## src/design/lspi_pkg.sv

```systemverilog
// ---------------------------------------------------------------------------
// lspi_pkg
// Shared types, widths and codes of the looping sample player voice.
// ---------------------------------------------------------------------------
package lspi_pkg;

    localparam int CMD_W      = 2;
    localparam int ADDR_W     = 14;
    localparam int PCM_W      = 16;
    localparam int LEN_W      = 15;
    localparam int CTRL_W     = 14;
    localparam int VOL_W      = 14;
    localparam int PHASE_W    = 27;
    localparam int CFG_ADDR_W = 5;
    localparam int APB_DATA_W = 32;
    localparam int SCALED_W   = PCM_W + VOL_W + 1;
    localparam int VOL_SHIFT  = 14;

    localparam logic [VOL_W-1:0]  VOL_UNITY   = 14'h3FFF;
    localparam logic [CTRL_W-1:0] PITCH_RESET = 14'h1000;
    localparam logic [LEN_W-1:0]  LEN_RESET   = 15'd2;
    localparam logic [LEN_W-1:0]  LEN_MIN     = 15'd2;

    typedef enum logic [CMD_W-1:0] {
        CMD_WRITE   = 2'd0,
        CMD_NOTE_ON = 2'd1,
        CMD_FRAME   = 2'd2
    } t_cmd;

    typedef enum logic [2:0] {
        REG_LENGTH    = 3'd0,
        REG_LOOP_EN   = 3'd1,
        REG_LOOP_BASE = 3'd2,
        REG_PITCH     = 3'd3,
        REG_VOL_LEFT  = 3'd4,
        REG_VOL_RIGHT = 3'd5
    } t_reg_idx;

    typedef struct packed {
        logic [LEN_W-1:0]  sample_length;
        logic              loop_enable;
        logic [CTRL_W-1:0] loop_origin;
        logic [CTRL_W-1:0] pitch_step;
        logic [VOL_W-1:0]  volume_left;
        logic [VOL_W-1:0]  volume_right;
    } t_cfg;

    // Divide a scaled product by 16383, truncating toward zero. The estimate
    // (m + m/2^14) / 2^14 is never high and at most one low, so one
    // remainder check finishes the quotient.
    function automatic logic signed [PCM_W-1:0] lspi_div_unity(
        input logic signed [SCALED_W-1:0] p
    );
        logic [SCALED_W-1:0] mag;
        logic [SCALED_W-1:0] q;
        logic [SCALED_W:0]   r;
        mag = p[SCALED_W-1] ? SCALED_W'(-p) : SCALED_W'(p);
        q   = (mag + (mag >> VOL_SHIFT)) >> VOL_SHIFT;
        r   = {1'b0, mag} - {1'b0, q << VOL_SHIFT} + {1'b0, q};
        if (r >= (SCALED_W + 1)'(VOL_UNITY)) begin
            q = q + 1'b1;
        end
        return p[SCALED_W-1] ? PCM_W'(-q) : PCM_W'(q);
    endfunction

endpackage

```

## src/design/lspi_regs.sv

```systemverilog
// ---------------------------------------------------------------------------
// lspi_regs
// APB register file holding the voice configuration.
// ---------------------------------------------------------------------------
module lspi_regs (
    input  logic                               i_clk,
    input  logic                               i_rst_n,
    input  logic                               psel,
    input  logic                               penable,
    input  logic                               pwrite,
    input  logic [lspi_pkg::CFG_ADDR_W-1:0]    paddr,
    input  logic [lspi_pkg::APB_DATA_W-1:0]    pwdata,
    output logic [lspi_pkg::APB_DATA_W-1:0]    prdata,
    output logic                               pready,
    output lspi_pkg::t_cfg                     o_cfg
);
    import lspi_pkg::*;

    t_cfg       r_cfg;
    t_cfg       n_cfg;
    logic [2:0] w_index;
    logic       w_write;

    assign w_index = paddr[CFG_ADDR_W-1:2];
    assign w_write = psel && penable && pwrite;
    assign pready  = 1'b1;

    always_comb begin
        n_cfg = r_cfg;
        if (w_write) begin
            case (w_index)
                REG_LENGTH:    n_cfg.sample_length = pwdata[LEN_W-1:0];
                REG_LOOP_EN:   n_cfg.loop_enable   = pwdata[0];
                REG_LOOP_BASE: n_cfg.loop_origin   = pwdata[CTRL_W-1:0];
                REG_PITCH:     n_cfg.pitch_step    = pwdata[CTRL_W-1:0];
                REG_VOL_LEFT:  n_cfg.volume_left   = pwdata[VOL_W-1:0];
                REG_VOL_RIGHT: n_cfg.volume_right  = pwdata[VOL_W-1:0];
                default: ;
            endcase
        end
    end

    always_comb begin
        case (w_index)
            REG_LENGTH:    prdata = APB_DATA_W'(r_cfg.sample_length);
            REG_LOOP_EN:   prdata = APB_DATA_W'(r_cfg.loop_enable);
            REG_LOOP_BASE: prdata = APB_DATA_W'(r_cfg.loop_origin);
            REG_PITCH:     prdata = APB_DATA_W'(r_cfg.pitch_step);
            REG_VOL_LEFT:  prdata = APB_DATA_W'(r_cfg.volume_left);
            REG_VOL_RIGHT: prdata = APB_DATA_W'(r_cfg.volume_right);
            default:       prdata = '0;
        endcase
    end

    always_ff @(posedge i_clk) begin
        if (!i_rst_n) begin
            r_cfg.sample_length <= LEN_RESET;
            r_cfg.loop_enable   <= 1'b0;
            r_cfg.loop_origin   <= '0;
            r_cfg.pitch_step    <= PITCH_RESET;
            r_cfg.volume_left   <= VOL_UNITY;
            r_cfg.volume_right  <= VOL_UNITY;
        end else begin
            r_cfg <= n_cfg;
        end
    end

    assign o_cfg = r_cfg;
endmodule

```

## config.mk

```make
export PLATFORM = sky130hd
export DESIGN_NAME = lspi_regs
export DESIGN_NICKNAME = d
export VERILOG_FILES = /design/src/design/lspi_pkg.sv /design/src/design/lspi_regs.sv
export SDC_FILE = /design/constraint.sdc
export NUM_CORES = 1
export LEC_CHECK = 0
export BUFFER_PORTS_ARGS = -buffer_cell sky130_fd_sc_hd__buf_2
export CAP_MARGIN = 20
export CORE_MARGIN = 2
export CORE_UTILIZATION = 43
export CTS_CLUSTER_DIAMETER = 30
export DETAILED_ROUTE_END_ITERATION = 10
export PLACE_DENSITY = 0.76
export SETUP_SLACK_MARGIN = 0.02
export SLEW_MARGIN = 10
export SYNTH_ARGS = -nofsm -noshare
export SYNTH_HDL_FRONTEND = slang
export SYNTH_SLANG_ARGS = --single-unit
```

## constraint.sdc

```tcl
create_clock -name i_clk -period 1.33 [get_ports i_clk]
set_clock_uncertainty 0.2 [all_clocks]
set_input_delay 0.1995 -clock i_clk [delete_from_list [all_inputs] [get_ports i_clk]]
set_output_delay 0.1995 -clock i_clk [all_outputs]
set_load 0.02 [all_outputs]
```

# ---- Word level (Yosys, flattened, before mapping)
# Cells that the tools add are included.
dict set report word_totals {
  word_cells 21
  n_memories 0
  register_bits 72
  latchBits 0
  output_inout_bits 105
  ram_bits 0
  romBits 0
}
dict set report classes {
  n_div 0
  reduce_logical 9
  mul 0
  bitwise 0
  mux 1
  n_lt_le_gt_ge 0
  shift 0
  n_addsub 0
  eq_ne 5
}
# op count
set ops {}
lappend ops {{case mux 15 bit (6 select lines)} 1}
lappend ops {{AND reduction 2 bit} 6}
lappend ops {{== test 3 x 2 -> 1 bit (second input constant)} 2}
lappend ops {{== test 3 bit (second input constant)} 2}
lappend ops {{== test 3 x 1 -> 1 bit (second input constant)} 1}
lappend ops {{zero test 3 bit} 1}
lappend ops {{logical AND 1 bit} 2}

# ---- Depth between registers and ports, before layout
dict set report depth {
  depth_word 3
  mapped_depth 6
  mapped_depth_nobuf 3
}

# ---- Least setup slack after synthesis
# No wires, ideal clock.
dict set report synth_timing {
  kind {input port to output port}
  startpoint {in paddr[2] in the netlist's numbering}
  endpoint {out prdata[1] in the netlist's numbering}
  slack_ns -0.343
  path_buffers 2
  stages 5
  arrival_time_ns 1.273
  required_ns 0.931
  cell_sequence {buf_2 -> nor2_1 -> buf_2 -> a22oi_1 -> o221ai_1}
}
dict set report synth_via {
  elab_chain_cells 2
  word_cells_on_any_way 7
}
# item line_no
set synth_lines {}
lappend synth_lines {{from (decl)} lspi_regs.sv:11} ;# input logic [lspi_pkg::CFG_ADDR_W-1:0] paddr,
lappend synth_lines {{== test 3 bit, or another cell as far along} lspi_regs.sv:44} ;# case (w_index)
lappend synth_lines {{case mux 15 bit (6 select lines) (*)} lspi_regs.sv:44}
lappend synth_lines {{to (decl)} lspi_regs.sv:13} ;# output logic [lspi_pkg::APB_DATA_W-1:0] prdata,
# Every way passes the cells marked *; elsewhere a longest branch is shown, timed or not.

# ---- Worst setup path after layout
dict set report layout_timing {
  startpoint {reg r_cfg (netlist bit o_cfg[60])}
  endpoint {out prdata[3] in the netlist's numbering}
}
dict set report layout_via {
  elab_chain_cells 1
}
# item line_no
set layout_lines {}
lappend layout_lines {{from (decl)} lspi_regs.sv:19} ;# t_cfg r_cfg;
lappend layout_lines {{from (signal assigned)} lspi_regs.sv:64} ;# r_cfg <= n_cfg;
lappend layout_lines {{case mux 15 bit (6 select lines)} lspi_regs.sv:44}
# Every way passes these cells.

==> impl_metrics.csv <==
group,metric,value,unit
drt,drt_iter0_drc,276,
drt,first_pass_iters,5,
sta,setup_slack,-0.635,ns
setup_path,start_kind,"flip-flop",
sta,grt_setup_unrepaired,"true",
floorplan,die_area,8680,sq um
power_and_ir_drop,peakVddDrop,0.478,mV
global_routing,grt_pass1_wl,18100,um
logic_synthesis,syn_area_per_cell,9.16,sq um
global_routing,overflow,0,
finish,antennaDiodeCount,0,
floorplan,ios,147,
logic_synthesis,ys.flop_type,"dfxtp_1",
sta,slew_violations,0,
place,dp.cells,601,
floorplan,dieHeight,93.1,um
logic_synthesis,synth_top_cell_by_area,"dfxtp_1",
cts,cts_buffers,9,
logic_synthesis,ys_ff_latch,72,
logic_synthesis,netlist.area_leader.share,42.2,%
place,hpwl,8000,um
floorplan,dieWidth,93.1,um
sta,fin_hold_ws,0.0496,ns
cts,cts_root_buf,"clkbuf_8",
drt,drc,0,
place,portBuffers,109,
logic_synthesis,yosysSeqAreaShare,42.2,%
finish,finalNonFillerCells,642,
power_and_ir_drop,p_per_area,808,nW/um^2
cts,clk_path_buf_depth,2,
finish,largest_register_ffs,72,
setup_path,crit_arrival,1.57,ns
logic_synthesis,synth.cell_area,3420,sq um
setup_path,cp_slowest_stage_delay,0.33,ns
sta,min_period,1.96,ns
cts,clock-sinks,72,
floorplan,initial_core_util,44.2,%
drt,antenna_left,0,
drt,wl,12500,um
place,gp_congestion,0.870,
finish,fin_nets,577,
sta,fmax,509,MHz
cts,clk_pin_slew,0.07,ns
setup_path,critPathSlowestCell,"dfxtp_2",
global_routing,grt_pass1_vias,3370,
floorplan,rows,32,
logic_synthesis,synth.most_common_cell,"dfxtp_1",
setup_path,end_kind,"primary output",
setup_path,crit_type,"reg2out",
status,violations,"setup timing",
global_routing,grt_max_degree,36,
sta,final-setup-viol-count,20,
sta,setup_tns,-5.21,ns
logic_synthesis,yosys-top-cells-count,"72 x dfxtp_1, 69 x nand2_1, 54 x mux2i_1",
logic_synthesis,synth.distinct_cells,33,
worst_hold_path,hold_class,"in2reg",
drt,wl_per_cell,19.5,um
cts,cts_tree,"yes",
cts,clk_latency,0.34,ns
setup_path,cp_cell_sequence,"mux2_4 > a221oi_4 > a31oi_2 > buf_2",
drt,vias,3578,
sta,period_share,148,%
status,outcome,"finished, violations left",
power_and_ir_drop,p_leak,2.37,nW
logic_synthesis,synth_warnings,0,
global_routing,grtUsageTotal,27.1,%
logic_synthesis,synth_enable_flop_cells,0,
floorplan,core_area,7730,sq um
logic_synthesis,synthTopCellsByArea,"dfxtp_1 42%, mux2i_1 16%, nand2_1 7.6%",
job,maxCapViolCount,0,
cts,cts_htree_levels,3,
logic_synthesis,syn_inst,373,
setup_path,path_max_fanout,2,
finish,synthToLayoutAreaGrowth,65.3,%
setup_path,cp.required,0.93,ns
finish,final_core_util,73.1,%
sta,hold_violations,0,
drt,drt-vias-per-instance,5.57,
finish,drive_above_1_share,53.1,%
global_routing,antenna_found_initial,0,
logic_synthesis,synthArstFlopShare,0,%
-- through the flow --
| step | cell area, sq um | worst slack, ns | power (mW) |
|---|---|---|---|
| floorplan | 3900 | -0.0726 | 2.71 |
| global placement | 4740 | -0.333 | 2.89 |
| detailed placement | 4740 | -0.326 | 2.90 |
| CTS | 5460 | -0.491 | 4.53 |
| global route | 5650 | -0.642 | 4.70 |
| finish | 5650 | -0.635 | 4.56 |
-- power by group --
part	internal (mW)	switching (mW)	total, mW
registers	2.17	0.0237	2.19
clock network	0.783	0.799	1.58
logic	0.339	0.448	0.787
total	3.29	1.27	4.56
-- cell families (layout without fill, tap and decap cells) --
family | count (synthesis) | after routing | synth area share [%]
and+or+nand+nor | 85 | 85 | 11.2
buffers and inverters | 68 | 219 | 11.2
muxes | 57 | 57 | 16.8
AOI/OAI and AO/OA | 89 | 89 | 18.5
other | 2 | 18 | 0.220
DFF | 72 | 72 | 42.2
-- layer usage --
layer / wire length, um / global-route usage [%]
met5: 0 / 0
met4: 453 / 10.8
met3: 1140 / 5.96
met2: 5940 / 44.2
met1: 4990 / 34.9
-- path summary, 6_finish.rpt --
kind | cells past startpoint | to | start | slack [ns]
worst min-delay path | 3 | o_cfg[60] | i_rst_n | 0.05
worst max register to register | 4 | o_cfg[19] | o_cfg[19] | 0.18
worst min register to register | 2 | o_cfg[43] | o_cfg[43] | 0.28
worst max-delay path | 4 | prdata[3] | o_cfg[60] | -0.63
-- repair_timing --
action | CTS | global route
buffers inserted | 5 | 15
setup endpoints to repair | 54 | 74
hold buffers | 15 | 0
pin swaps | 5 | 2
hold endpoints to repair | 46 | 0
gates resized for setup | 131 | 59
-- critical path: cells and delay by family, from the launching register on --
family	cells	cell delay [ns]
compound gates	2	0.43
mux	1	0.28
flops	1	0.33
buf+inv	1	0.19
-- final cells by class --
| cell class | count | area [sq um] |
|---|---|---|
| flip-flops and latches | 72 | 1520 |
| clock buffers | 14 | 163 |
| multi-input cells | 249 | 2070 |
| fillers | 521 | 2080 |
| well taps | 102 | 128 |
| inverters | 15 | 56.3 |
| repair buffers | 188 | 1700 |
| clock inverters | 2 | 13.8 |
-- cells in the final DEF (no fill, tap or decap), drive strengths merged, types with 12 or more instances in the layout --
master	synthesis	final
buf	35	172
dfxtp	72	72
nand2	69	69
mux2i	54	54
o21ai	29	29
conb	2	18
o311ai	16	16
dlygate4sd3	0	15
inv	15	15
clkbuf	18	15
o211ai	14	14
a22oi	13	13
o221ai	12	12
(Power assumes the default switching activity.)
