--- src/design/lspi_pkg.sv ---
// ---------------------------------------------------------------------------
// lspi_pkg
// Shared types, widths and codes of the looping sample player voice.
// ---------------------------------------------------------------------------
package lspi_pkg;

    localparam int CMD_W      = 2;
    localparam int ADDR_W     = 14;
    localparam int PCM_W      = 16;
    localparam int LEN_W      = 15;
    localparam int CTRL_W     = 14;
    localparam int VOL_W      = 14;
    localparam int PHASE_W    = 27;
    localparam int CFG_ADDR_W = 5;
    localparam int APB_DATA_W = 32;
    localparam int SCALED_W   = PCM_W + VOL_W + 1;
    localparam int VOL_SHIFT  = 14;

    localparam logic [VOL_W-1:0]  VOL_UNITY   = 14'h3FFF;
    localparam logic [CTRL_W-1:0] PITCH_RESET = 14'h1000;
    localparam logic [LEN_W-1:0]  LEN_RESET   = 15'd2;
    localparam logic [LEN_W-1:0]  LEN_MIN     = 15'd2;

    typedef enum logic [CMD_W-1:0] {
        CMD_WRITE   = 2'd0,
        CMD_NOTE_ON = 2'd1,
        CMD_FRAME   = 2'd2
    } t_cmd;

    typedef enum logic [2:0] {
        REG_LENGTH    = 3'd0,
        REG_LOOP_EN   = 3'd1,
        REG_LOOP_BASE = 3'd2,
        REG_PITCH     = 3'd3,
        REG_VOL_LEFT  = 3'd4,
        REG_VOL_RIGHT = 3'd5
    } t_reg_idx;

    typedef struct packed {
        logic [LEN_W-1:0]  sample_length;
        logic              loop_enable;
        logic [CTRL_W-1:0] loop_origin;
        logic [CTRL_W-1:0] pitch_step;
        logic [VOL_W-1:0]  volume_left;
        logic [VOL_W-1:0]  volume_right;
    } t_cfg;

    // Divide a scaled product by 16383, truncating toward zero. The estimate
    // (m + m/2^14) / 2^14 is never high and at most one low, so one
    // remainder check finishes the quotient.
    function automatic logic signed [PCM_W-1:0] lspi_div_unity(
        input logic signed [SCALED_W-1:0] p
    );
        logic [SCALED_W-1:0] mag;
        logic [SCALED_W-1:0] q;
        logic [SCALED_W:0]   r;
        mag = p[SCALED_W-1] ? SCALED_W'(-p) : SCALED_W'(p);
        q   = (mag + (mag >> VOL_SHIFT)) >> VOL_SHIFT;
        r   = {1'b0, mag} - {1'b0, q << VOL_SHIFT} + {1'b0, q};
        if (r >= (SCALED_W + 1)'(VOL_UNITY)) begin
            q = q + 1'b1;
        end
        return p[SCALED_W-1] ? PCM_W'(-q) : PCM_W'(q);
    endfunction

endpackage

--- src/design/lspi_rem.sv ---
// ---------------------------------------------------------------------------
// lspi_rem
// Restoring remainder unit, one dividend bit per cycle, used for loop wrap.
// ---------------------------------------------------------------------------
module lspi_rem #(
    parameter int DW = 15
) (
    input  logic                        i_clk,
    input  logic                        i_rst_n,
    input  logic                        i_start,
    input  logic [DW-1:0]               i_dividend,
    input  logic [lspi_pkg::LEN_W-1:0]  i_divisor,
    output logic                        o_done,
    output logic [lspi_pkg::LEN_W-1:0]  o_rem
);
    import lspi_pkg::*;

    localparam int CNTW = $clog2(DW + 1);

    logic            r_busy;
    logic            n_busy;
    logic            r_done;
    logic            n_done;
    logic [CNTW-1:0] r_cnt;
    logic [CNTW-1:0] n_cnt;
    logic [DW-1:0]   r_dsh;
    logic [DW-1:0]   n_dsh;
    logic [LEN_W-1:0] r_div;
    logic [LEN_W-1:0] n_div;
    logic [LEN_W-1:0] r_rem;
    logic [LEN_W-1:0] n_rem;
    logic [LEN_W:0]   w_trial;

    // The remainder stays below the divisor, so the trial fits one more bit.
    assign w_trial = {r_rem, r_dsh[DW-1]};

    always_comb begin
        n_busy = r_busy;
        n_done = 1'b0;
        n_cnt  = r_cnt;
        n_dsh  = r_dsh;
        n_div  = r_div;
        n_rem  = r_rem;
        if (i_start) begin
            n_busy = 1'b1;
            n_cnt  = CNTW'(DW);
            n_dsh  = i_dividend;
            n_div  = i_divisor;
            n_rem  = '0;
        end else if (r_busy) begin
            n_dsh = r_dsh << 1;
            if (w_trial >= {1'b0, r_div}) begin
                n_rem = LEN_W'(w_trial - {1'b0, r_div});
            end else begin
                n_rem = w_trial[LEN_W-1:0];
            end
            n_cnt = r_cnt - 1'b1;
            if (r_cnt == CNTW'(1)) begin
                n_busy = 1'b0;
                n_done = 1'b1;
            end
        end
    end

    always_ff @(posedge i_clk) begin
        if (!i_rst_n) begin
            r_busy <= 1'b0;
            r_done <= 1'b0;
            r_cnt  <= '0;
        end else begin
            r_busy <= n_busy;
            r_done <= n_done;
            r_cnt  <= n_cnt;
        end
        r_dsh <= n_dsh;
        r_div <= n_div;
        r_rem <= n_rem;
    end

    assign o_done = r_done;
    assign o_rem  = r_rem;
endmodule

--- config.mk ---
export PLATFORM = sky130hd
export DESIGN_NAME = lspi_rem
export DESIGN_NICKNAME = d
export VERILOG_FILES = /design/src/design/lspi_pkg.sv /design/src/design/lspi_rem.sv
export SDC_FILE = /design/constraint.sdc
export NUM_CORES = 1
export LEC_CHECK = 0
export BUFFER_PORTS_ARGS = -buffer_cell sky130_fd_sc_hd__buf_2
export CAP_MARGIN = 20
export CORE_ASPECT_RATIO = 1.25
export CORE_UTILIZATION = 56
export DETAILED_ROUTE_END_ITERATION = 10
export PLACE_DENSITY = 0.79
export SLEW_MARGIN = 20
export SYNTH_ARGS = -nofsm -noshare
export SYNTH_HDL_FRONTEND = slang
export SYNTH_SLANG_ARGS = --single-unit
--- constraint.sdc ---
create_clock -name i_clk -period 2.64 [get_ports i_clk]
set_input_delay 0 -clock i_clk [delete_from_list [all_inputs] [get_ports i_clk]]
set_output_delay 0 -clock i_clk [all_outputs]
set_load 0.02 [all_outputs]
## Word level (Yosys, flattened, before mapping)

Cells that the tools add are included.

| word-level totals | value |
|---|---|
| output and inout port bits | 16 |
| register bits after elaboration | 51 |
| bits of input ports | 33 |

| operators by class | value |
|---|---|
| muxes and demuxes | 9 |
| magnitude comparators | 1 |
| equality and inequality tests | 1 |
| add/subtract/negate cells | 2 |
| bitwise logic cells | 2 |
| reductions and logical operators | 2 |

Operators with widths:

| cell | count |
|---|---|
| 2-to-1 mux 15 bit | 3 |
| greater-or-equal comparator 16 x 15 -> 1 bit | 1 |
| subtractor 15 bit | 1 |
| 2-to-1 mux 4 bit | 2 |
| equality test 4 x 1 -> 1 bit (second input constant) | 1 |
| 2-to-1 mux 1 bit | 4 |
| subtractor 4 x 1 -> 4 bit (second input constant) | 1 |
| OR reduction 3 bit | 1 |
| NOT 1 bit | 2 |
| nonzero test 2 bit | 1 |

## Depth between registers and ports, before layout

Gate-level depths: netlist (run 1).

| logic depth | value |
|---|---|
| depth in word-level cells | 4 |
| mapped depth | 11 |

## Least setup slack after synthesis (run 1)

Ideal clock, no wire load.

| path | value |
|---|---|
| path kind | reg-to-reg |
| from | reg r_rem[0] (netlist: o_rem[0]) |
| to | reg r_rem[8] (netlist: o_rem[8]) |
| cell stages (with the launch flop) | 9 |
| data required time | 2.537 ns |
| setup time | 0.103 ns |
| slack | 0.343 ns |
| data arrival time | 2.193 ns |
| cell sequence | dfxtp_1 inv_1 fa_1 nand2b_1 a21oi_1 o2111ai_1 a21oi_1 nor3_1 a2111oi_2 |

| on the way | value |
|---|---|
| cells in the longest elaborated chain, start to end | 2 |
| elaborated cells between the ends (all ways) | 3 |
| those cells by class | add/sub: 1; order compare: 1; mux: 1 |

RTL lines:

| what | line | source |
|---|---|---|
| from (decl) | lspi_rem.sv:30 | `logic [LEN_W-1:0] r_rem;` |
| from (signal assigned) | lspi_rem.sv:77 | `r_rem <= n_rem;` |
| subtractor 15 bit / greater-or-equal comparator 16 x 15 -> 1 bit (equally long branches) | lspi_rem.sv:53, lspi_rem.sv:52 |  |
| 2-to-1 mux 15 bit (*) | lspi_rem.sv:52 | `if (w_trial >= {1'b0, r_div}) begin` |

Mark *: on every way between the ends. The rest lies on a longest branch, timed or not.
A chain may end at the register's enable or synchronous reset.

## Final worst setup path (run 1)

| path | value |
|---|---|
| from | reg r_dsh[14] |
| to | reg r_rem[8] (netlist: o_rem[8]) |

| on the way | value |
|---|---|
| cells in the longest elaborated chain, start to end | 2 |
| elaborated cells between the ends (all ways) | 3 |
| those cells by class | add/sub: 1; order compare: 1; mux: 1 |

RTL lines:

| what | line | source |
|---|---|---|
| from (decl) | lspi_rem.sv:26 | `logic [DW-1:0] r_dsh;` |
| from (signal assigned) | lspi_rem.sv:75 | `r_dsh <= n_dsh;` |
| subtractor 15 bit / greater-or-equal comparator 16 x 15 -> 1 bit (equally long branches) | lspi_rem.sv:53, lspi_rem.sv:52 |  |
| 2-to-1 mux 15 bit (*) | lspi_rem.sv:52 |  |

Marks and branches as above.

==> results.toml, run 1 <==
[placement]
gp_congestion = 0.871
dp_hpwl_um = 4820
io_buffers = 48

[synthesis]
synthDistinctLibCells = 58
synth_flop_cell = "edfxtp_1"
ys_seq_elements = 51
yosysMostFrequentCell = "edfxtp_1"
ys_async_sr_fraction = 0
synth.net_count = 347
netlist_area_um2 = 2970
ys_warn_count = 0
avgSynthCellArea_um2 = 10.0
synth_top_area_frac = 0.303
yosysSeqAreaShare = 0.444
yosysTopAreaCell = "edfxtp_1"
synth_cells = 296
synth_commonest_cells = "edfxtp_1 (30), nand2_1 (27), inv_1 (23), dfxtp_1 (21)"
synth_edf_count = 30
synthTopCellsByArea = "edfxtp_1 (30%), dfxtp_1 (14%), ha_1 (7.2%)"

[cts]
clk_path_buf_depth = 2
cts_sinks = 51
clk-insertion-delay-late_ns = 0.31
cts.htree.levels = 2
clk_pin_slew_ns = 0.10
root_buffer = "clkbuf_8"
cts_buffers = 5
cts_tree = "yes"
cts_setup_buffers = 0

[setup_path]
cp-start-kind = "flip-flop"
required_ns = 2.85
critPathKind = "flip-flop to flip-flop"
path_buf_inv = 1
cp_slowest_cell = "fa_1"
arrival_ns = 2.63
crit_fanout = 4
path_cells = "inv_1, ha_1, fa_1, nand2b_1, a21oi_1, o2111ai_1, a21oi_1, nor3_1, a2111oi_2"
crit_path_frequent_cell = "a21oi_1"
worstSetupEndpointType = "flip-flop"
cpPeakStageDelay_ns = 0.39
critical-path-top-delay-family = "compound AO/OA/AOI/OAI gates"

[sta]
worstMarginPinSlew_ns = 0.864
worst_hold_slack_ns = 0.00268
setup_violations = 0
finalCritPeriodShare = 0.914
clock.fmax_mhz = 414
setup_tns_ns = 0
maxSlewHeadroom = 0.422
fin_worst_skew_ns = 0.00418
fin_crit_ns = 2.41
hold_viol_final = 0
rsz0062_at_grt = "false"
finalMaxSlewViolations = 0

[grt]
grtUsageMet3 = 0.0383
top_usage_layer = "met2"
grtUsageTotal = 0.272
grt_max_degree = 28
grt_util_met2 = 0.438
grt_overflow = 0
met1_usage = 0.346
grt_pass1_wl_um = 11600
grt_pass1_vias = 2504
antenna_found_initial = 0

[cells_and_area]
final_nets = 426
drive_gt1_frac = 0.247
syn_to_final_growth_pct = 23.7
diodes = 0
final_util = 0.724

[route]
drc = 0
totalWireLength_um = 7050
wl_per_cell_um = 16.1
vias = 2564
viasPerCell = 5.85
dr.pass1.iters = 4
drt-initial-drc-count = 182
ant_nets = 0

[floorplanning]
die_w_um = 67.2
start_util = 0.585
placementRows = 29
die_height_um = 83.5
die_area_um2 = 5610
coreArea_um2 = 5080
io_pins = 49

[power_and_ir_drop]
power_frac_comb = 0.219
pwr_density_cell_nw_per_um2 = 494
seqPwrFrac = 0.521
clkPwrFrac = 0.260
p_int_w = 0.00129
swShare = 0.290
leakagePower_nw = 1.59
ir_worst_vdd_mv = 0.409
total_power_w = 0.00182
p_switching_w = 0.000527

[hold_path]
hold_path_class = "input pin to flip-flop"

[job]
maxCapViolCount = 0

[status]
outcome = "complete, no violations"
timing repair:
item | CTS | global route
hold endpoints to repair | 31 | 1
resized for setup | 0 | 1
hold buffers | 27 | 1
setup endpoints to repair | 0 | 7
power by group through the flow:
stage | sequential (W) | combinational, W | clock, W
6_report | 0.000946 | 0.000399 | 0.000472
5_1_grt | 0.000953 | 0.000439 | 0.000496
4_1_cts | 0.000945 | 0.000391 | 0.000474
3_5_place_dp | 0.000962 | 0.000358 | 0
3_3_place_gp | 0.000961 | 0.000351 | 0
2_1_floorplan | 0.000960 | 0.000250 | 0
final cells by class:
cell class,count,area (µm²)
clock buffers,5,68.8
repair buffers,87,616
well taps,62,77.6
multi-input cells,207,1490
inverters,23,86.3
fillers,390,1400
flip-flops and latches,51,1320
clock inverters,3,22.5
sequential cells by signal (all words and copies together), names as in the netlist:
signal  flops
o_done      1
r_dsh      15
r_cnt       4
o_rem      15
r_div      15
r_busy      1
cell usage in the layout, fill, tap and decap left out, types with 2 or more instances in the layout:
| master | instances |
|---|---|
| a311oi_1 | 3 |
| nor2_1 | 19 |
| o31ai_1 | 4 |
| o211ai_1 | 5 |
| o21bai_1 | 3 |
| dfxtp_1 | 21 |
| or2_2 | 3 |
| nand2b_1 | 4 |
| dlygate4sd3_1 | 28 |
| o31a_1 | 5 |
| nor2b_1 | 2 |
| and3_1 | 5 |
| inv_1 | 23 |
| mux2_2 | 14 |
| and2_1 | 3 |
| nor3_1 | 10 |
| inv_6 | 2 |
| o311a_1 | 2 |
| ha_1 | 17 |
| nor4_1 | 3 |
| clkbuf_8 | 5 |
| nand2_1 | 27 |
| o21a_1 | 5 |
| a21oi_1 | 18 |
| o211ai_2 | 3 |
| xnor2_1 | 3 |
| and4_1 | 2 |
| o21ai_0 | 9 |
| a221o_1 | 4 |
| a21o_1 | 2 |
| buf_4 | 10 |
| nand3_1 | 2 |
| a21oi_2 | 2 |
| buf_2 | 48 |
| xor2_1 | 4 |
| nand4_1 | 2 |
| o21ai_1 | 2 |
| edfxtp_1 | 30 |
logic make-up (layout without fill, tap and decap cells):
family / count (synthesis) / in the layout / share of synthesized area
xor gates and xnor gates: 7 / 7 / 0.0206
adders and majority gates: 18 / 18 / 0.0782
DFF: 51 / 51 / 0.444
muxes: 15 / 15 / 0.0564
AOI/OAI and AO/OA: 78 / 78 / 0.195
and+or+nand+nor: 89 / 89 / 0.149
buffers and inverters: 38 / 118 / 0.0572
stage by stage:
step / area (µm²) / setup WS [ns] / cells
final: 3680 / 0.227 / 438
after detailed placement: 3300 / 0.241 / 402
after floorplan: 2970 / 0.343 / 296
after global routing: 3680 / 0.0248 / 438
after CTS: 3660 / 0.209 / 437
after global placement: 3300 / 0.314 / 402
path summary, 6_finish.rpt:
kind | start | endpoint | slack, ns | depth (start not counted)
max reg2reg | r_dsh[14]$_DFFE_PP_ | o_rem[8]$_SDFFE_PP0P_ | 0.23 | 9
min | i_dividend[3] | r_dsh[3]$_DFFE_PP_ | 0.003 | 2
min reg2reg | o_rem[12]$_SDFFE_PP0P_ | o_rem[12]$_SDFFE_PP0P_ | 0.54 | 2
max | r_dsh[14]$_DFFE_PP_ | o_rem[8]$_SDFFE_PP0P_ | 0.23 | 9
per-layer routing:
layer	up-vias	wire (µm)
li1	1252	-
met1	1193	2950
met2	102	3530
met3	17	409
met4	0	165
met5	-	0
Power figures use the tool's default switching activity.
==> run 2, diff against run 1 <==
--- a/config.mk
+++ b/config.mk
@@ -10,7 +10,7 @@
 export CORE_ASPECT_RATIO = 1.25
 export CORE_UTILIZATION = 56
 export DETAILED_ROUTE_END_ITERATION = 10
-export PLACE_DENSITY = 0.79
+export PLACE_DENSITY = 0.85
 export SLEW_MARGIN = 20
 export SYNTH_ARGS = -nofsm -noshare
 export SYNTH_HDL_FRONTEND = slang
==> results.toml, run 2 (synthesis results as in run 1) <==
[sta]
finalCritPeriodShare = 0.946
maxSlewHeadroom = 0.426
fin_worst_skew_ns = 0.00652
setup_violations = 0
rsz0062_at_grt = "false"
finalMaxSlewViolations = 0
worstMarginPinSlew_ns = 0.858
setup_tns_ns = 0
fin_crit_ns = 2.50
hold_viol_final = 0
layout_setup_ws_ns = 0.142
clock.fmax_mhz = 400

[placement]
io_buffers = 48
dp_hpwl_um = 4650
pre_cts_ws_ns = 0.144
gp_congestion = 0.916

[cells_and_area]
syn_to_final_growth_pct = 22.9
final_util = 0.719
final_cell_mix = "buf_2 (48), edfxtp_1 (30), dlygate4sd3_1 (29), nand2_1 (27), inv_1 (23)"
diodes = 0
drive_gt1_frac = 0.241
mostFrequentLayoutCell = "buf_2"
final_nets = 424

[floorplanning]
die_height_um = 83.5
placementRows = 29
io_pins = 49
die_area_um2 = 5610
coreArea_um2 = 5080
start_util = 0.585
die_w_um = 67.2

[hold_path]
hold_depth = 2
hold-path-endpoint = "r_dsh[4]$_DFFE_PP_"
hold_path_class = "input pin to flip-flop"
hold_start = "i_dividend[4]"

[route]
drt-initial-drc-count = 223
dr.pass1.iters = 4
ant_nets = 0
totalWireLength_um = 6930
wl_per_cell_um = 15.9
viasPerCell = 5.86
vias = 2553
drc = 0

[setup_path]
arrival_ns = 2.70
crit_fanout = 9
critPathKind = "flip-flop to flip-flop"
r2r-start = "r_dsh[14]$_DFFE_PP_"
rr_endpoint = "o_rem[8]$_SDFFE_PP0P_"
worstSetupEndpointType = "flip-flop"
required_ns = 2.84
r2r_setup_slack_ns = 0.14
cp-start-kind = "flip-flop"
reg2regPathDepth = 10

[power_and_ir_drop]
seqPwrFrac = 0.521
clkPwrFrac = 0.260
pwr_density_cell_nw_per_um2 = 494
p_switching_w = 0.000524
leakagePower_nw = 1.57
p_int_w = 0.00128
swShare = 0.290
ir_worst_vdd_mv = 0.366
power_frac_comb = 0.219

[cts]
cts_buffers = 5
clk-insertion-delay-late_ns = 0.31
cts_setup_buffers = 0
root_buffer = "clkbuf_8"
cts_tree = "yes"
cts.htree.levels = 2
clk_pin_slew_ns = 0.10
clk_path_buf_depth = 2
cts_sinks = 51

[status]
outcome = "complete, no violations"

[grt]
antenna_found_initial = 0
grt_pass1_vias = 2595
grt_overflow = 0
grt_max_degree = 35
grt_pass1_wl_um = 11700
grtUsageTotal = 0.276

[job]
maxCapViolCount = 0
-- run 2: cell count changes in the layout (fill, tap and decap cells not counted), sizes merged --
| cell | previous run | this run |
|---|---|---|
| dlygate4sd3 | 28 | 29 |
| clkinvlp | 0 | 2 |
| clkinv | 1 | 0 |
| inv | 25 | 24 |
| buf | 59 | 56 |
-- run 2: worst max-delay path by stage --
stage / to / slack, ns / start / cells past startpoint
floorplan: o_rem[8]$_SDFFE_PP0P_ / 0.34 / o_rem[0]$_SDFFE_PP0P_ / 8
global placement: o_rem[8]$_SDFFE_PP0P_ / 0.25 / r_dsh[14]$_DFFE_PP_ / 9
detailed placement: o_rem[8]$_SDFFE_PP0P_ / 0.14 / r_dsh[14]$_DFFE_PP_ / 9
CTS: o_rem[8]$_SDFFE_PP0P_ / 0.11 / r_dsh[14]$_DFFE_PP_ / 9
global route: o_rem[8]$_SDFFE_PP0P_ / 0.01 / r_dsh[14]$_DFFE_PP_ / 10
finish: o_rem[8]$_SDFFE_PP0P_ / 0.14 / r_dsh[14]$_DFFE_PP_ / 10
-- run 2: metrics by stage --
stage | std cells | area (µm²) | hold slack, ns | power (W)
6_report | 436 | 3650 | 0.000407 | 0.00181
5_1_grt | 436 | 3650 | 0.00362 | 0.00189
4_1_cts | 435 | 3640 | 0.000807 | 0.00180
3_5_place_dp | 399 | 3270 | 0.178 | 0.00131
3_3_place_gp | 399 | 3270 | 0.176 | 0.00130
2_1_floorplan | 296 | 2970 | 0.0989 | 0.00121
-- run 2: routing by layer --
metal | up-vias | share of wire | global-route usage
met5 | - | 0 | 0
met4 | 0 | 0.032 | 0.112
met3 | 24 | 0.052 | 0.0533
met2 | 85 | 0.53 | 0.483
met1 | 1189 | 0.39 | 0.319
li1 | 1255 | - | -
-- run 2: power by group through the flow --
| stage | clock (W) | combinational, W | sequential [W] |
|---|---|---|---|
| floorplan | 0 | 0.000250 | 0.000960 |
| global placement | 0 | 0.000342 | 0.000957 |
| detailed placement | 0 | 0.000353 | 0.000958 |
| CTS | 0.000476 | 0.000387 | 0.000940 |
| global route | 0.000504 | 0.000438 | 0.000949 |
| finish | 0.000469 | 0.000396 | 0.000942 |
-- run 2: critical path, stage by stage (launching register included) --
cell,delay [ns]
edfxtp_1,0.37
inv_1,0.05
ha_1,0.22
fa_1,0.38
nand2b_1,0.20
a21oi_1,0.20
o211ai_1,0.11
a21oi_1,0.22
buf_4,0.21
nor4_1,0.07
a2111oi_2,0.35
-- run 2: final cells by class --
| class | count | area (µm²) |
|---|---|---|
| clock buffers | 5 | 68.8 |
| clock inverters | 3 | 23.8 |
| fillers | 380 | 1430 |
| inverters | 23 | 86.3 |
| multi-input cells | 207 | 1490 |
| flip-flops and latches | 51 | 1320 |
| well taps | 62 | 77.6 |
| repair buffers | 85 | 591 |
-- run 2: timing repair --
item | 4_1_cts | 5_1_grt
endpoints found under the hold margin | 33 | 1
endpoints found under the setup margin | 0 | 1
resized for setup | 0 | 1
hold buffers | 28 | 1
